[config.mk]
export PLATFORM = sky130hd
export DESIGN_NAME = text_console_cursor_engine
export DESIGN_NICKNAME = d
export VERILOG_FILES = /design/src/hdl/tcce_pkg.sv /design/src/hdl/tcce_front.sv /design/src/hdl/tcce_opq.sv /design/src/hdl/tcce_back.sv /design/src/hdl/text_console_cursor_engine.sv
export SDC_FILE = /design/constraint.sdc
export NUM_CORES = 1
export LEC_CHECK = 0
export ABC_AREA = 1
export BUFFER_PORTS_ARGS = -buffer_cell sky130_fd_sc_hd__buf_2
export CAP_MARGIN = 10
export CORE_MARGIN = 1
export CORE_UTILIZATION = 40
export CTS_BUF_LIST = sky130_fd_sc_hd__clkbuf_4
export CTS_CLUSTER_SIZE = 8
export DETAILED_ROUTE_END_ITERATION = 10
export HOLD_SLACK_MARGIN = 0.06
export PLACE_DENSITY = 0.6
export REMOVE_ABC_BUFFERS = 1
export SYNTH_ARGS = -nofsm -noshare
export SYNTH_HDL_FRONTEND = slang
export SYNTH_SLANG_ARGS = --single-unit
[constraint.sdc]
create_clock -name clk -period 3.7 [get_ports clk]
set_input_delay 0.185 -clock clk [delete_from_list [all_inputs] [get_ports clk]]
set_output_delay 0.185 -clock clk [all_outputs]
set_load 0.05 [all_outputs]
[src/hdl/tcce_pkg.sv]
// Shared types and codes for the text console cursor engine.
`default_nettype none

package tcce_pkg;

  // Request types on the input channel
  localparam logic [1:0] REQ_CHAR  = 2'd0;
  localparam logic [1:0] REQ_BLINK = 2'd1;
  localparam logic [1:0] REQ_CLEAR = 2'd2;

  // Drawing commands on the result channel
  localparam logic [2:0] CMD_GLYPH  = 3'd0;
  localparam logic [2:0] CMD_BLANK  = 3'd1;
  localparam logic [2:0] CMD_INVERT = 3'd2;
  localparam logic [2:0] CMD_SCROLL = 3'd3;
  localparam logic [2:0] CMD_CLEAR  = 3'd4;

  // Control characters
  localparam logic [7:0] CH_BS    = 8'd8;
  localparam logic [7:0] CH_TAB   = 8'd9;
  localparam logic [7:0] CH_LF    = 8'd10;
  localparam logic [7:0] CH_CR    = 8'd13;
  localparam logic [7:0] CH_SPACE = 8'd32;

  // Configuration register indexes
  localparam logic [1:0] CFG_COLS  = 2'd0;
  localparam logic [1:0] CFG_ROWS  = 2'd1;
  localparam logic [1:0] CFG_TAB   = 2'd2;
  localparam logic [1:0] CFG_BLINK = 2'd3;

  // Reset values of the configuration registers
  localparam logic [7:0] COLS_RST  = 8'd40;
  localparam logic [5:0] ROWS_RST  = 6'd24;
  localparam logic [4:0] TAB_RST   = 5'd4;
  localparam logic       BLINK_RST = 1'b1;

  localparam logic [4:0] TAB_MAX = 5'd16;

  // Classified operation handed from front to back
  typedef enum logic [2:0] {
    OP_PRINT,
    OP_NEWLINE,
    OP_TAB,
    OP_BS,
    OP_BLINK,
    OP_CLEAR
  } op_kind_t;

  typedef struct packed {
    op_kind_t   kind;
    logic [7:0] glyph;
  } op_t;

  // Effective (already clamped) screen settings
  typedef struct packed {
    logic [7:0] cols;
    logic [5:0] rows;
    logic [4:0] ts;
  } geom_t;

  // One drawing command
  typedef struct packed {
    logic [2:0] cmd;
    logic [7:0] col;
    logic [5:0] row;
    logic [7:0] glyph;
    logic       last;
  } res_t;

endpackage

`default_nettype wire

[src/hdl/tcce_front.sv]
// Request decoder: classifies console requests into sequencer operations.
`default_nettype none

module tcce_front (
  input  wire logic            in_push,
  output logic                 in_full,
  input  wire logic [1:0]      in_req_type,
  input  wire logic [7:0]      in_char_code,
  input  wire logic            blink_en,
  input  wire logic            opq_full,
  output logic                 opq_push,
  output tcce_pkg::op_t        opq_data
);
  import tcce_pkg::*;

  logic keep;

  always_comb begin
    keep           = 1'b0;
    opq_data.kind  = OP_PRINT;
    opq_data.glyph = in_char_code;
    unique case (in_req_type)
      REQ_CHAR: begin
        keep = 1'b1;
        if (in_char_code == CH_CR || in_char_code == CH_LF) begin
          opq_data.kind = OP_NEWLINE;
        end else if (in_char_code == CH_TAB) begin
          opq_data.kind = OP_TAB;
        end else if (in_char_code == CH_BS) begin
          opq_data.kind = OP_BS;
        end else begin
          opq_data.kind = OP_PRINT;
        end
      end
      REQ_BLINK: begin
        // blink ticks with blinking off give nothing, drop them here
        keep          = blink_en;
        opq_data.kind = OP_BLINK;
      end
      REQ_CLEAR: begin
        keep          = 1'b1;
        opq_data.kind = OP_CLEAR;
      end
      default: begin
        keep = 1'b0;
      end
    endcase
  end

  assign in_full  = opq_full;
  assign opq_push = in_push && !opq_full && keep;

endmodule

`default_nettype wire

[src/hdl/tcce_opq.sv]
// Four-entry operation queue between decoder and sequencer.
`default_nettype none

module tcce_opq (
  input  wire logic          clk,
  input  wire logic          rst_n,
  input  wire logic          push,
  input  wire tcce_pkg::op_t din,
  input  wire logic          pop,
  output tcce_pkg::op_t      dout,
  output logic               full,
  output logic               empty
);
  import tcce_pkg::*;

  op_t        mem_r [4];
  logic [1:0] wp_r, wp_nxt;
  logic [1:0] rp_r, rp_nxt;
  logic [2:0] cnt_r, cnt_nxt;

  assign full  = (cnt_r == 3'd4);
  assign empty = (cnt_r == 3'd0);
  assign dout  = mem_r[rp_r];

  always_comb begin
    wp_nxt  = push ? wp_r + 2'd1 : wp_r;
    rp_nxt  = pop ? rp_r + 2'd1 : rp_r;
    cnt_nxt = cnt_r + {2'b00, push} - {2'b00, pop};
  end

  always_ff @(posedge clk) begin
    if (!rst_n) begin
      wp_r  <= 2'd0;
      rp_r  <= 2'd0;
      cnt_r <= 3'd0;
    end else begin
      wp_r  <= wp_nxt;
      rp_r  <= rp_nxt;
      cnt_r <= cnt_nxt;
    end
  end

  always_ff @(posedge clk) begin
    if (push) begin
      mem_r[wp_r] <= din;
    end
  end

endmodule

`default_nettype wire

[src/hdl/tcce_back.sv]
// Cursor sequencer: holds the cursor and emits drawing commands.
`default_nettype none

module tcce_back (
  input  wire logic            clk,
  input  wire logic            rst_n,
  input  wire tcce_pkg::geom_t geom,
  input  wire logic            opq_empty,
  input  wire tcce_pkg::op_t   opq_data,
  output logic                 opq_pop,
  output logic                 out_empty,
  input  wire logic            out_pop,
  output tcce_pkg::res_t       out_res
);
  import tcce_pkg::*;

  typedef enum logic [2:0] {
    S_IDLE,
    S_MOD,
    S_HIDE,
    S_MAIN,
    S_SCROLL
  } state_t;

  state_t     state_r, state_nxt;
  op_t        op_r, op_nxt;
  logic [7:0] col_r, col_nxt;
  logic [5:0] row_r, row_nxt;
  logic       shown_r, shown_nxt;
  logic [4:0] rem_r, rem_nxt;
  logic [2:0] bit_r, bit_nxt;

  // result queue, two entries
  res_t       q_r [2];
  logic       wp_r, rp_r;
  logic [1:0] cnt_r;

  logic       emit, can, out_push, out_take;
  res_t       em;

  logic [8:0] col_inc;
  logic [6:0] row_inc;
  logic       wrap, row_full, scroll, cont;
  logic [7:0] col_after;
  logic [5:0] row_after;
  logic [4:0] rem_inc, rem_next, sh;
  logic [7:0] gl;

  always_comb begin
    col_inc   = {1'b0, col_r} + 9'd1;
    row_inc   = {1'b0, row_r} + 7'd1;
    wrap      = col_inc >= {1'b0, geom.cols};
    row_full  = row_inc >= {1'b0, geom.rows};
    scroll    = wrap && row_full;
    col_after = wrap ? 8'd0 : col_inc[7:0];
    row_after = !wrap ? row_r : (row_full ? geom.rows - 6'd1 : row_inc[5:0]);
    rem_inc   = rem_r + 5'd1;
    rem_next  = (rem_inc == geom.ts) ? 5'd0 : rem_inc;
    cont      = (op_r.kind == OP_TAB) && !wrap && (rem_next != 5'd0);
    // one restoring step of col % ts, MSB first
    sh        = {rem_r[3:0], col_r[bit_r]};
    gl        = (op_r.kind == OP_TAB) ? CH_SPACE : op_r.glyph;
  end

  assign can = (cnt_r != 2'd2);

  always_comb begin
    state_nxt = state_r;
    op_nxt    = op_r;
    col_nxt   = col_r;
    row_nxt   = row_r;
    shown_nxt = shown_r;
    rem_nxt   = rem_r;
    bit_nxt   = bit_r;
    opq_pop   = 1'b0;
    emit      = 1'b0;
    em        = '{cmd: CMD_BLANK, col: col_r, row: row_r, glyph: 8'd0, last: 1'b1};

    unique case (state_r)
      S_IDLE: begin
        if (!opq_empty) begin
          opq_pop = 1'b1;
          op_nxt  = opq_data;
          if (opq_data.kind == OP_TAB) begin
            rem_nxt   = 5'd0;
            bit_nxt   = 3'd7;
            state_nxt = S_MOD;
          end else begin
            state_nxt = S_HIDE;
          end
        end
      end

      S_MOD: begin
        rem_nxt = (sh >= geom.ts) ? sh - geom.ts : sh;
        bit_nxt = bit_r - 3'd1;
        if (bit_r == 3'd0) begin
          state_nxt = S_HIDE;
        end
      end

      S_HIDE: begin
        if (op_r.kind == OP_BS && col_r == 8'd0) begin
          state_nxt = S_IDLE;
        end else if (shown_r && op_r.kind != OP_BLINK) begin
          emit    = 1'b1;
          em.last = (op_r.kind == OP_NEWLINE) && !row_full;
          if (can) begin
            shown_nxt = 1'b0;
            state_nxt = S_MAIN;
          end
        end else begin
          state_nxt = S_MAIN;
        end
      end

      S_MAIN: begin
        unique case (op_r.kind)
          OP_PRINT, OP_TAB: begin
            emit     = 1'b1;
            em.cmd   = CMD_GLYPH;
            em.glyph = gl;
            em.last  = !scroll && !cont;
            if (can) begin
              col_nxt = col_after;
              row_nxt = row_after;
              rem_nxt = rem_next;
              if (scroll) begin
                state_nxt = S_SCROLL;
              end else if (cont) begin
                state_nxt = S_MAIN;
              end else begin
                state_nxt = S_IDLE;
              end
            end
          end
          OP_NEWLINE: begin
            emit   = row_full;
            em.cmd = CMD_SCROLL;
            em.col = 8'd0;
            em.row = 6'd0;
            if (!row_full || can) begin
              col_nxt   = 8'd0;
              row_nxt   = row_full ? geom.rows - 6'd1 : row_inc[5:0];
              state_nxt = S_IDLE;
            end
          end
          OP_BS: begin
            emit   = 1'b1;
            em.col = col_r - 8'd1;
            if (can) begin
              col_nxt   = col_r - 8'd1;
              state_nxt = S_IDLE;
            end
          end
          OP_BLINK: begin
            emit   = 1'b1;
            em.cmd = CMD_INVERT;
            if (can) begin
              shown_nxt = !shown_r;
              state_nxt = S_IDLE;
            end
          end
          OP_CLEAR: begin
            emit   = 1'b1;
            em.cmd = CMD_CLEAR;
            em.col = 8'd0;
            em.row = 6'd0;
            if (can) begin
              col_nxt   = 8'd0;
              row_nxt   = 6'd0;
              state_nxt = S_IDLE;
            end
          end
          default: begin
            state_nxt = S_IDLE;
          end
        endcase
      end

      S_SCROLL: begin
        emit   = 1'b1;
        em.cmd = CMD_SCROLL;
        em.col = 8'd0;
        em.row = 6'd0;
        if (can) begin
          state_nxt = S_IDLE;
        end
      end

      default: begin
        state_nxt = S_IDLE;
      end
    endcase
  end

  assign out_push  = emit && can;
  assign out_take  = out_pop && (cnt_r != 2'd0);
  assign out_empty = (cnt_r == 2'd0);
  assign out_res   = q_r[rp_r];

  always_ff @(posedge clk) begin
    if (!rst_n) begin
      state_r <= S_IDLE;
      col_r   <= 8'd0;
      row_r   <= 6'd0;
      shown_r <= 1'b0;
      wp_r    <= 1'b0;
      rp_r    <= 1'b0;
      cnt_r   <= 2'd0;
    end else begin
      state_r <= state_nxt;
      col_r   <= col_nxt;
      row_r   <= row_nxt;
      shown_r <= shown_nxt;
      wp_r    <= wp_r ^ out_push;
      rp_r    <= rp_r ^ out_take;
      cnt_r   <= cnt_r + {1'b0, out_push} - {1'b0, out_take};
    end
    op_r  <= op_nxt;
    rem_r <= rem_nxt;
    bit_r <= bit_nxt;
  end

  always_ff @(posedge clk) begin
    if (out_push) begin
      q_r[wp_r] <= em;
    end
  end

  a_q_bound: assert property (@(posedge clk) disable iff (!rst_n)
    cnt_r != 2'd3)
    else $error("result queue count out of range");

  a_rem_lt_ts: assert property (@(posedge clk) disable iff (!rst_n)
    (state_r == S_MOD) |-> (rem_r < geom.ts))
    else $error("tab remainder not below tab stop");

  a_clear_home: assert property (@(posedge clk) disable iff (!rst_n)
    (out_push && em.cmd == CMD_CLEAR) |=> (col_r == 8'd0 && row_r == 6'd0))
    else $error("cursor not homed after clear");

  a_invert_toggles: assert property (@(posedge clk) disable iff (!rst_n)
    (out_push && em.cmd == CMD_INVERT) |=> (shown_r != $past(shown_r)))
    else $error("cursor flag not toggled by invert");

endmodule

`default_nettype wire

[src/hdl/text_console_cursor_engine.sv]
// Top level of the text console cursor engine.
`default_nettype none

// Channel   Ports                                         Handshake
// input     in_req_type, in_char_code                     in_push / in_full
// result    out_command, out_cell_col, out_cell_row,
//           out_glyph, out_last                           out_pop / out_empty
// config    cfg_index, cfg_wdata                          cfg_we (no wait)
//
// Flow: a request leaves the op queue, passes the cursor hide step and then
//   emits commands at one per cycle while the result queue has room; a tab first
//   finds the column remainder (bit-serial restoring divide), then emits spaces.
// Reset: synchronous, clears cursor to 0,0 hidden and loads register defaults.
// Stalls: a 4-deep op queue decouples the input; a 2-deep result queue lets the
//   sequencer run ahead while the sink holds pop low.

module text_console_cursor_engine (
  input  wire logic       clk,
  input  wire logic       rst_n,
  // request channel
  input  wire logic       in_push,
  output logic            in_full,
  input  wire logic [1:0] in_req_type,
  input  wire logic [7:0] in_char_code,
  // command channel
  output logic            out_empty,
  input  wire logic       out_pop,
  output logic [2:0]      out_command,
  output logic [7:0]      out_cell_col,
  output logic [5:0]      out_cell_row,
  output logic [7:0]      out_glyph,
  output logic            out_last,
  // register writes
  input  wire logic       cfg_we,
  input  wire logic [1:0] cfg_index,
  input  wire logic [7:0] cfg_wdata
);
  import tcce_pkg::*;

  // raw register values as written
  logic [7:0] cols_r;
  logic [5:0] rows_r;
  logic [4:0] ts_r;
  logic       blink_r;

  geom_t      geom;
  logic       opq_full, opq_push, opq_pop, opq_empty;
  op_t        opq_din, opq_dout;
  res_t       res;

  always_ff @(posedge clk) begin
    if (!rst_n) begin
      cols_r  <= COLS_RST;
      rows_r  <= ROWS_RST;
      ts_r    <= TAB_RST;
      blink_r <= BLINK_RST;
    end else if (cfg_we) begin
      unique case (cfg_index)
        CFG_COLS:  cols_r  <= cfg_wdata;
        CFG_ROWS:  rows_r  <= cfg_wdata[5:0];
        CFG_TAB:   ts_r    <= cfg_wdata[4:0];
        CFG_BLINK: blink_r <= cfg_wdata[0];
      endcase
    end
  end

  // zero-size screen acts as one cell; tab stop clamps to 1..16
  always_comb begin
    geom.cols = (cols_r == 8'd0) ? 8'd1 : cols_r;
    geom.rows = (rows_r == 6'd0) ? 6'd1 : rows_r;
    if (ts_r == 5'd0) begin
      geom.ts = 5'd1;
    end else if (ts_r > TAB_MAX) begin
      geom.ts = TAB_MAX;
    end else begin
      geom.ts = ts_r;
    end
  end

  tcce_front u_front (
    .in_push      (in_push),
    .in_full      (in_full),
    .in_req_type  (in_req_type),
    .in_char_code (in_char_code),
    .blink_en     (blink_r),
    .opq_full     (opq_full),
    .opq_push     (opq_push),
    .opq_data     (opq_din)
  );

  tcce_opq u_opq (
    .clk   (clk),
    .rst_n (rst_n),
    .push  (opq_push),
    .din   (opq_din),
    .pop   (opq_pop),
    .dout  (opq_dout),
    .full  (opq_full),
    .empty (opq_empty)
  );

  tcce_back u_back (
    .clk       (clk),
    .rst_n     (rst_n),
    .geom      (geom),
    .opq_empty (opq_empty),
    .opq_data  (opq_dout),
    .opq_pop   (opq_pop),
    .out_empty (out_empty),
    .out_pop   (out_pop),
    .out_res   (res)
  );

  assign out_command  = res.cmd;
  assign out_cell_col = res.col;
  assign out_cell_row = res.row;
  assign out_glyph    = res.glyph;
  assign out_last     = res.last;

endmodule

`default_nettype wire
==> flow_summary.yaml, run 1 <==
outcome:
  status: "completed"
run:
  cap_violations: 0
logic_synthesis:
  synth_top_cell_by_area: "edfxtp_1"
  synthAdderAreaFrac_pct: 6.597
  synth_seq_cells: 167
  synth_flop_cell: "edfxtp_1"
  ys_top_cells_by_area: "edfxtp_1, dfxtp_1, nand2_1, ha_1, o21ai_0"
  yosysMostFrequentCell: "nand2_1"
  synthDistinctLibCells: 45
  synth_cells: 927
  seq_area_frac_synth_pct: 52.42
  yosysTopAreaCellShare_pct: 40.28
  muxShareOfSynthArea_pct: 3.415
  synth_simple_gate_area_share_pct: 17.13
  synthArstFlopShare_pct: 0
  synth_edf_count: 115
  synth_area_um2: 8573
  synth-compound-area-share_pct: 12.17
  yosys_warnings: 0
  synth-xor-area-share_pct: 1.635
  synth_common_cells: "nand2_1, nor2_1, edfxtp_1"
  syn_area_per_cell_um2: 9.248
  synth_top_family_by_area: "simple AND/OR/NAND/NOR gates"
placement:
  pre_cts_ws_ns: 0.6175
  place_hpwl_mm: 13.10
  gp_congestion: 0.8640
  numPlacedInstances: 1242
  io_buffer_count: 52
timing:
  finalClockSkew_ns: 0.01956
  fin_crit_ns: 3.140
  setup_viol: 0
  hold_viol: 0
  finalMaxSlewViolations: 0
  rsz0062_at_grt: "false"
  fmax_ghz: 0.3185
  setup_tns_ns: 0
  relSlewSlack_pct: 31.24
  fin_ws_ns: 0.5602
  tightest_slew_ns: 1.028
  hold_slack_ns: 0.1343
  finalCritPeriodShare_pct: 84.86
clock_tree:
  cts.sinks: 167
  cts_tree: "built"
  cts_buffers: 17
  clk-insertion-delay-late_ns: 0.55
  ctsResizeCount: 0
  htreeDepth: 4
  cts-root-buf: "clkbuf_4"
  clk_pin_slew_ns: 0.15
  cts.path.max_buffers: 2
global_routing:
  antenna_found_initial: 1
  grt_use_total_pct: 17.72
  grt_first_pass_wirelength_mm: 30.40
  grt_pass1_vias: 5980
  grt-ovfl-total: 0
  grt_max_degree: 43
power:
  p_leak_nw: 3.855
  power_mw: 5.771
  cellPowerDensity_nw_per_um2: 600.1
  peakVddDrop_v: 0.0002664
final_layout:
  final_cells: 1297
  area_delta_synth_final_pct: 12.19
  finalNetCount: 1078
  drive_gt1_share_pct: 14.30
critical_path:
  worst_path_dominant_cell_family: "simple AND/OR/NAND/NOR gates"
  path_buf_inv: 2
  arrival_ns: 3.59
  crit_path_start_kind: "flop"
  slowest_stage: "dfxtp_1"
  path_cells: "inv_2 > nor3_1 > nand2_1 > nor2_1 > nand3_1 > xor2_1 > inv_1 > ha_1 > nand2_1 > nor4_1 > nand2_1 > nand3_2 > o21bai_1 > nor2_2 > nand2_1 > nand2_1 > nor2_1"
  cp_max_fo: 12
  crit_path_frequent_cell: "nand2_1"
  end_kind: "flop"
  crit_type: "reg2reg"
  crit_required_ns: 4.15
  cp_slowest_stage_delay_ns: 0.49
floorplan:
  dieArea_um2: 22020
  die_x_um: 148.4
  start_util_pct: 40.78
  placementRows: 53
  die_h_um: 148.4
  core_um2: 21020
  ios: 53
detailed_routing:
  firstDrtPassIters: 5
  drt-total-wl_mm: 18.69
  routedWlPerCell_um: 14.41
  drtIter0Drc: 410
  drc: 0
  routed_via_density: 5.032
  ant_nets: 0
  vias: 6527
hold_path:
  min_path_type: "in2reg"
==> worst register-to-register path, stage by stage, from the launching register on <==
cell	delay, ns
dfxtp_1	0.49
inv_2	0.10
nor3_1	0.18
nand2_1	0.09
nor2_1	0.15
nand3_1	0.10
xor2_1	0.19
inv_1	0.06
ha_1	0.31
nand2_1	0.06
nor4_1	0.26
nand2_1	0.11
nand3_2	0.23
o21bai_1	0.11
nor2_2	0.38
nand2_1	0.09
nand2_1	0.07
nor2_1	0.04
==> power by group <==
part | switching (mW) | leakage (nW) | internal [mW]
logic | 1.53 | 2.30 | 0.712
registers | 0.235 | 1.42 | 2.32
clock network | 0.689 | 0.134 | 0.282
total | 2.46 | 3.86 | 3.32
==> per-stage QoR <==
| step | utilization [%] | cell area [µm²] |
|---|---|---|
| 2_1_floorplan | - | 8448 |
| 3_3_place_gp | 43.49 | 9143 |
| 3_5_place_dp | 43.49 | 9143 |
| 4_1_cts | 45.74 | 9615 |
| 5_1_grt | 45.75 | 9618 |
| 6_report | 45.75 | 9618 |
==> final cells by class <==
class	count	area (µm²)
Clock buffer	17	127.6
Clock inverter	14	115.1
Sequential cell	167	4494
Timing Repair Buffer	87	580.6
Inverter	118	442.9
Fill cell	1994	11400
Antenna cell	1	2.502
Tap cell	275	344.1
Multi-Input combinational cell	618	3511
==> state kept, by name, summed over array words and instances (netlist names), 2 cells and up, named ones only <==
signal and cells:
u_back.col_r 8, u_back.state_r 3, cols_r 8, u_opq.rp_r 2, u_back.rem_r 5, u_opq.mem_r 44, u_back.q_r 52, u_opq.cnt_r 3
u_back.op_r 11, rows_r 6, u_back.row_r 6, ts_r 5, u_back.bit_r 3, u_back.cnt_r 2, u_opq.wp_r 2
==> worst paths after layout <==
path,slack (ns),from,depth (start not counted),end
worst max-delay path,0.56,u_back.col_r[2],17,u_back.row_r[5]
worst min-delay path,0.13,in_req_type[0],3,u_opq.mem_r[3][10]
worst max register to register,0.56,u_back.col_r[2],17,u_back.row_r[5]
worst min register to register,0.48,u_opq.rp_r[1],2,flop
==> cells by family (layout without fill, tap and decap cells) <==
logic type,count (synthesis),in the layout
AOI/OAI and AO/OA,188,188
xor gates and xnor gates,16,16
adders and majority gates,44,44
buffers and inverters,142,236
DFF,167,167
muxes,26,26
other,0,1
and+or+nand+nor,344,344
==> per-layer routing <==
layer	vias to the layer above	GRT usage, %	share of wire, %
met3	22	3.589	5.2
met2	179	28.36	46
met5	-	0	0
li1	3344	-	-
met4	0	5.464	1.5
met1	2982	24.12	48
==> cell usage in the layout (no fill, tap or decap), drive strengths merged, types with 2 or more instances in the layout <==
cell type / count
nor4: 4
o21ai: 94
dfxtp: 52
nor3b: 2
ha: 42
or2: 2
nor2: 125
dlygate4sd3: 23
a21oi: 53
nand3: 38
clkinv: 8
nand4: 15
a32o: 2
o211ai: 11
o31ai: 7
o22ai: 12
clkbuf: 17
xor2: 15
fa: 2
nor3: 12
inv: 123
a31oi: 2
edfxtp: 115
buf: 64
nand2: 144
mux2: 26
==> what timing repair did <==
item,in CTS,in global routing
hold buffers,23,0
setup buffers,0,0
hold endpoints to repair,54,0
setup endpoints to repair,0,0
No activity file was read; power rests on OpenSTA's default activity.
==> run 2, diff against run 1 <==
- ABC_AREA: 1 -> 0
- PLACE_DENSITY: 0.6 -> 0.63
- clock period: 3.7 -> 2.8 ns (I/O delays scaled with it)
==> flow_summary.yaml, run 2 <==
clock_tree:
  cts-root-buf: "clkbuf_4"
  cts_tree: "built"
  cts.sinks: 167
  clk_pin_slew_ns: 0.15
  cts.path.max_buffers: 2
  clk-insertion-delay-late_ns: 0.58
  cts_buffers: 17
  htreeDepth: 4
logic_synthesis:
  seq_area_frac_synth_pct: 52.65
  synth_flop_cell: "edfxtp_1"
  ys_top_cells_by_area: "edfxtp_1, dfxtp_1, ha_1, mux2_2, mux4_2"
  synth_seq_cells: 167
  yosysMostFrequentCell: "edfxtp_1"
  synth_area_um2: 8537
  synth_common_cells: "edfxtp_1, nor2_1, dfxtp_1"
  syn_area_per_cell_um2: 11.60
  synthArstFlopShare_pct: 0
  synth_cells: 736
  yosys_warnings: 0
  synth_edf_count: 115
  synth_top_cell_by_area: "edfxtp_1"
  yosysTopAreaCellShare_pct: 40.45
  synthDistinctLibCells: 70
final_layout:
  largest_register: "u_back.q_r"
  drive_gt1_share_pct: 29.17
  fillers: 1956
  utilization_pct: 49.50
  layout_commonest_cell: "edfxtp_1"
  largest_reg_flops: 52
  final_cells: 1164
  layout_common_cells: "edfxtp_1, nor2_1, buf_4"
  final_design_area_no_fill_um2: 10370
  finalNetCount: 944
  reg_top3: "u_back.q_r (52), u_opq.mem_r (44), u_back.op_r (11)"
  area_delta_synth_final_pct: 21.52
timing:
  hold_slack_ns: 0.1560
  rsz0062_at_grt: "true"
  finalMaxSlewViolations: 0
  relSlewSlack_pct: 42.79
  setup_viol: 62
  tightest_slew_ns: 0.8474
  finalClockSkew_ns: 0.02409
  hold_viol: 0
  fin_ws_ns: -0.1932
  fin_crit_ns: 2.993
  fmax_ghz: 0.3341
  finalCritPeriodShare_pct: 106.9
floorplan:
  dieArea_um2: 21930
  start_util_pct: 40.74
  core_um2: 20960
  ios: 53
  placementRows: 53
  die_x_um: 148.1
  die_h_um: 148.1
detailed_routing:
  ant_nets: 0
  drc: 0
  routedWlPerCell_um: 16.18
  drtIter0Drc: 345
  firstDrtPassIters: 5
  drt-total-wl_mm: 18.83
  vias: 6005
  routed_via_density: 5.159
critical_path:
  crit_required_ns: 3.25
  end_kind: "flop"
  cp_max_fo: 3
  path_cells: "or4_4 > o21bai_4 > ha_4 > nand2b_4 > a2111o_1 > a21oi_2 > nand2_2 > a21oi_2 > nor2_2 > ha_2 > xor2_2 > xnor2_1 > nor2_1"
  crit_type: "reg2reg"
  cp_slowest_stage_delay_ns: 0.55
  crit_path_start_kind: "flop"
  arrival_ns: 3.45
  path_buf_inv: 0
  worst_path_dominant_cell_family: "compound AO/OA/AOI/OAI gates"
  crit_path_frequent_cell: "a21oi_2"
  slowest_stage: "or4_4"
power:
  p_int_mw: 4.523
  peakVddDrop_v: 0.0002429
  power_switching_share_pct: 38.26
  cellPowerDensity_nw_per_um2: 706.3
  p_clk_share_pct: 17.5
  power_switching_mw: 2.803
  p_seq_share_pct: 43.8
  p_leak_nw: 3.928
  comb_power_share_pct: 38.7
  power_mw: 7.326
placement:
  numPlacedInstances: 1091
  io_buffer_count: 52
  placed_area_um2: 9469
  place_hpwl_mm: 13.19
  gp_congestion: 0.8678
run:
  cap_violations: 0
global_routing:
  antenna_found_initial: 1
  grt_first_pass_wirelength_mm: 29.91
  grt_max_degree: 36
  grt-ovfl-total: 0
  grt_pass1_vias: 5870
  grt_use_total_pct: 17.69
hold_path:
  min_path_type: "in2reg"
outcome:
  status: "finished, violations left"
  violations: "setup timing"
-- run 2: cell count changes after synthesis, moves of 21 or more --
cell / change
nor2_1: -43
o21ai_0: -66
nand2_1: -102
and2_1: +21
mux2i_1: +21
inv_1: -67
-- run 2: final cells by class --
type                       instances  area (µm²)  share of cell area [%]
multi-input combinational        499        4001                   38.57
antenna                            1       2.502                 0.02412
timing repair buffer             152        1131                   10.90
sequential                       167        4504                   43.42
clock buffer                      18       135.1                   1.303
tap                              275       344.1                   3.317
inverter                          38       142.6                   1.375
clock inverter                    14       112.6                   1.086
-- run 2: logic make-up after synthesis --
logic type,count (synthesis),synth area share [%]
AOI/OAI and AO/OA,131,10.14
muxes,67,10.24
and+or+nand+nor,225,13.43
adders and majority gates,44,6.625
buffers and inverters,70,3.459
xor gates and xnor gates,32,3.459
DFF,167,52.65
-- run 2: power by group through the flow --
stage	Sequential (mW)	Combinational [mW]	Clock, mW
6_report	3.21	2.83	1.29
5_1_grt	3.24	3.10	1.43
4_1_cts	3.21	2.76	1.33
3_5_place_dp	3.26	2.66	0
3_3_place_gp	3.25	2.65	0
2_1_floorplan	3.32	1.80	0
-- run 2: what timing repair did --
| item | 4_1_cts | 5_1_grt |
|---|---|---|
| buffers inserted | 5 | 4 |
| pin swaps | 19 | 25 |
| hold endpoints to repair | 73 | 0 |
| resized for setup | 32 | 37 |
| endpoints found under the setup margin | 74 | 79 |
| cloned | 1 | 1 |
| hold buffers | 30 | 0 |
-- run 2: path summary, 6_finish.rpt --
path | startpoint | endpoint | slack [ns] | depth (start not counted)
setup / recovery | rows_r[1] | u_back.cnt_r[1] | -0.19 | 13
hold / removal | cfg_we | ts_r[4] | 0.16 | 4
setup reg to reg | rows_r[1] | u_back.cnt_r[1] | -0.19 | 13
hold reg to reg | u_back.shown_r | u_back.shown_r | 0.51 | 2
-- run 2: per-layer routing --
metal / GRT usage (%) / part of all wire (%) / up-vias
li1: - / - / 2996
met1: 24.10 / 47 / 2858
met2: 28.31 / 48 / 128
met3: 3.252 / 3.6 / 23
met4: 6.082 / 1.6 / 0
met5: 0 / 0 / -
-- run 2: per-stage QoR --
step,setup TNS [ns],setup WS [ns]
2_1_floorplan,-31.49,-0.5384
3_3_place_gp,-13.51,-0.2462
3_5_place_dp,-14.00,-0.2597
4_1_cts,-7.229,-0.1667
5_1_grt,-13.09,-0.2916
6_report,-7.576,-0.1932
-- run 2: tightest hold or removal path: stages --
cell and delay [ns]:
buf_2 0.11, nand3b_1 0.27, mux2i_1 0.12, nor2_1 0.07
==> run 3, diff against run 2 <==
- CORE_UTILIZATION: 40 -> 35
- PLACE_DENSITY: 0.63 -> 0.57
==> flow_summary.yaml, run 3 (synthesized netlist as in run 2, its figures left out) <==
outcome:
  status: "finished, violations left"
  violations: "setup timing"
final_layout:
  area_delta_synth_final_pct: 23.46
  finalNetCount: 949
  largest_reg_flops: 52
  largest_register: "u_back.q_r"
  drive_gt1_share_pct: 29.45
  reg_top3: "u_back.q_r (52), u_opq.mem_r (44), u_back.op_r (11)"
  layout_commonest_cell: "edfxtp_1"
  layout_common_cells: "edfxtp_1, nor2_1, buf_4"
  final_cells: 1213
  utilization_pct: 44.51
critical_path:
  crit_path_start_kind: "flop"
  crit_type: "reg2reg"
  cp_max_fo: 4
  r2r_slack_ns: -0.17
  cp_slowest_stage_delay_ns: 0.55
  r2r_start: "rows_r[1]"
  arrival_ns: 3.45
  slowest_stage: "or4_4"
  r2r-end: "u_back.col_r[4]"
  crit_required_ns: 3.28
  path_cells: "or4_4 > o21bai_4 > ha_1 > nand2b_4 > a2111o_1 > a21oi_2 > buf_4 > a31o_4 > mux2_4 > o31a_1"
  reg2regPathDepth: 10
  end_kind: "flop"
power:
  p_leak_nw: 3.983
  cellPowerDensity_nw_per_um2: 711.6
  power_switching_share_pct: 37.63
  power_switching_mw: 2.823
  p_clk_share_pct: 18.3
  comb_power_share_pct: 38.8
  p_int_mw: 4.678
  peakVddDrop_v: 0.0002601
  p_seq_share_pct: 42.9
timing:
  tightest_slew_ns: 0.8649
  relSlewSlack_pct: 41.61
  fin_crit_ns: 2.972
  fin_ws_ns: -0.1720
  hold_viol: 0
  finalMaxSlewViolations: 0
  finalCritPeriodShare_pct: 106.1
  fmax_ghz: 0.3365
  rsz0062_at_grt: "true"
  setup_tns_ns: -7.604
  setup_viol: 68
  finalClockSkew_ns: 0.04190
detailed_routing:
  routed_via_density: 4.937
  drtIter0Drc: 358
  ant_nets: 0
  routedWlPerCell_um: 15.61
  drc: 0
  firstDrtPassIters: 4
  drt-total-wl_mm: 18.94
  vias: 5989
global_routing:
  grt_use_total_pct: 15.87
  grt_pass1_vias: 5948
  grt_max_degree: 27
  grt_first_pass_wirelength_mm: 30.43
  grt-ovfl-total: 0
  antenna_found_initial: 1
hold_path:
  min_path_type: "in2reg"
  min_from: "cfg_we"
  min_to: "ts_r[0]"
  min_path_cells: 4
floorplan:
  start_util_pct: 36.05
  dieArea_um2: 25020
  placementRows: 56
  die_x_um: 158.2
  ios: 53
  die_h_um: 158.2
  core_um2: 23680
clock_tree:
  cts_tree: "built"
  clk_pin_slew_ns: 0.16
  cts.path.max_buffers: 2
  cts.sinks: 167
  clk-insertion-delay-late_ns: 0.58
  cts-root-buf: "clkbuf_4"
  cts_buffers: 17
  htreeDepth: 4
placement:
  io_buffer_count: 52
  numPlacedInstances: 1139
  gp_congestion: 0.8163
  place_hpwl_mm: 13.59
run:
  cap_violations: 0
-- run 3: layer usage --
layer  GRT usage [%]  part of all wire (%)  vias to the layer above
li1                -                     -                     2990
met1           21.04                    48                     2836
met2           25.50                    46                      134
met3           2.874                   4.1                       29
met4           6.502                   1.8                        0
met5               0                     0                        -
-- run 3: power by group through the flow --
stage | logic (mW) | registers [mW] | clock network, mW
6_report | 2.91 | 3.22 | 1.38
5_1_grt | 3.20 | 3.26 | 1.51
4_1_cts | 2.83 | 3.21 | 1.42
3_5_place_dp | 2.69 | 3.27 | 0
3_3_place_gp | 2.68 | 3.27 | 0
2_1_floorplan | 1.80 | 3.32 | 0
-- run 3: through the flow --
stage                     setup slack [ns]  total power, mW  hold WS, ns  instance area (µm²)
after floorplan                    -0.5384            5.114       0.2019                 8384
after global placement             -0.2725            5.952       0.3662                 9554
after detailed placement           -0.3041            5.959       0.3735                 9554
after CTS                          -0.1632            7.469       0.1067                10380
after global routing               -0.2853            7.971       0.1637                10540
final                              -0.1720            7.501       0.1623                10540
-- run 3: area by class of cell --
class	count	area, µm²
well taps	319	399.1
repair buffers	157	1204
diodes	1	2.502
clock inverters	14	140.1
flip-flops and latches	167	4502
fillers	2315	13140
inverters	38	142.6
multi-input cells	499	4015
clock buffers	18	135.1
-- run 3: worst max-delay path by stage --
stage	start	to	slack [ns]	depth (start not counted)
after floorplan	rows_r[2]	u_back.q_r[0][0]	-0.54	10
after global placement	rows_r[1]	u_back.cnt_r[1]	-0.27	13
after detailed placement	rows_r[1]	u_back.cnt_r[1]	-0.30	13
after CTS	rows_r[1]	u_back.cnt_r[1]	-0.16	13
after global routing	rows_r[1]	u_back.cnt_r[1]	-0.29	13
final	rows_r[1]	u_back.col_r[4]	-0.17	10
-- run 3: what timing repair did --
item	in CTS	in global routing
cloned	1	0
pin swaps	26	16
gates resized for setup	41	33
endpoints found under the hold margin	78	0
hold buffers	32	0
setup buffers	7	2
setup endpoints to repair	78	79
-- run 3: worst max-delay path, delay by kind of cell (launching register included) --
family                     cells  cell delay (ns)
adders and majority gates      1             0.25
and+or+nand+nor                2             0.69
DFF                            1             0.34
AOI/OAI and AO/OA              5             1.15
muxes                          1             0.31
buffers and inverters          1             0.16
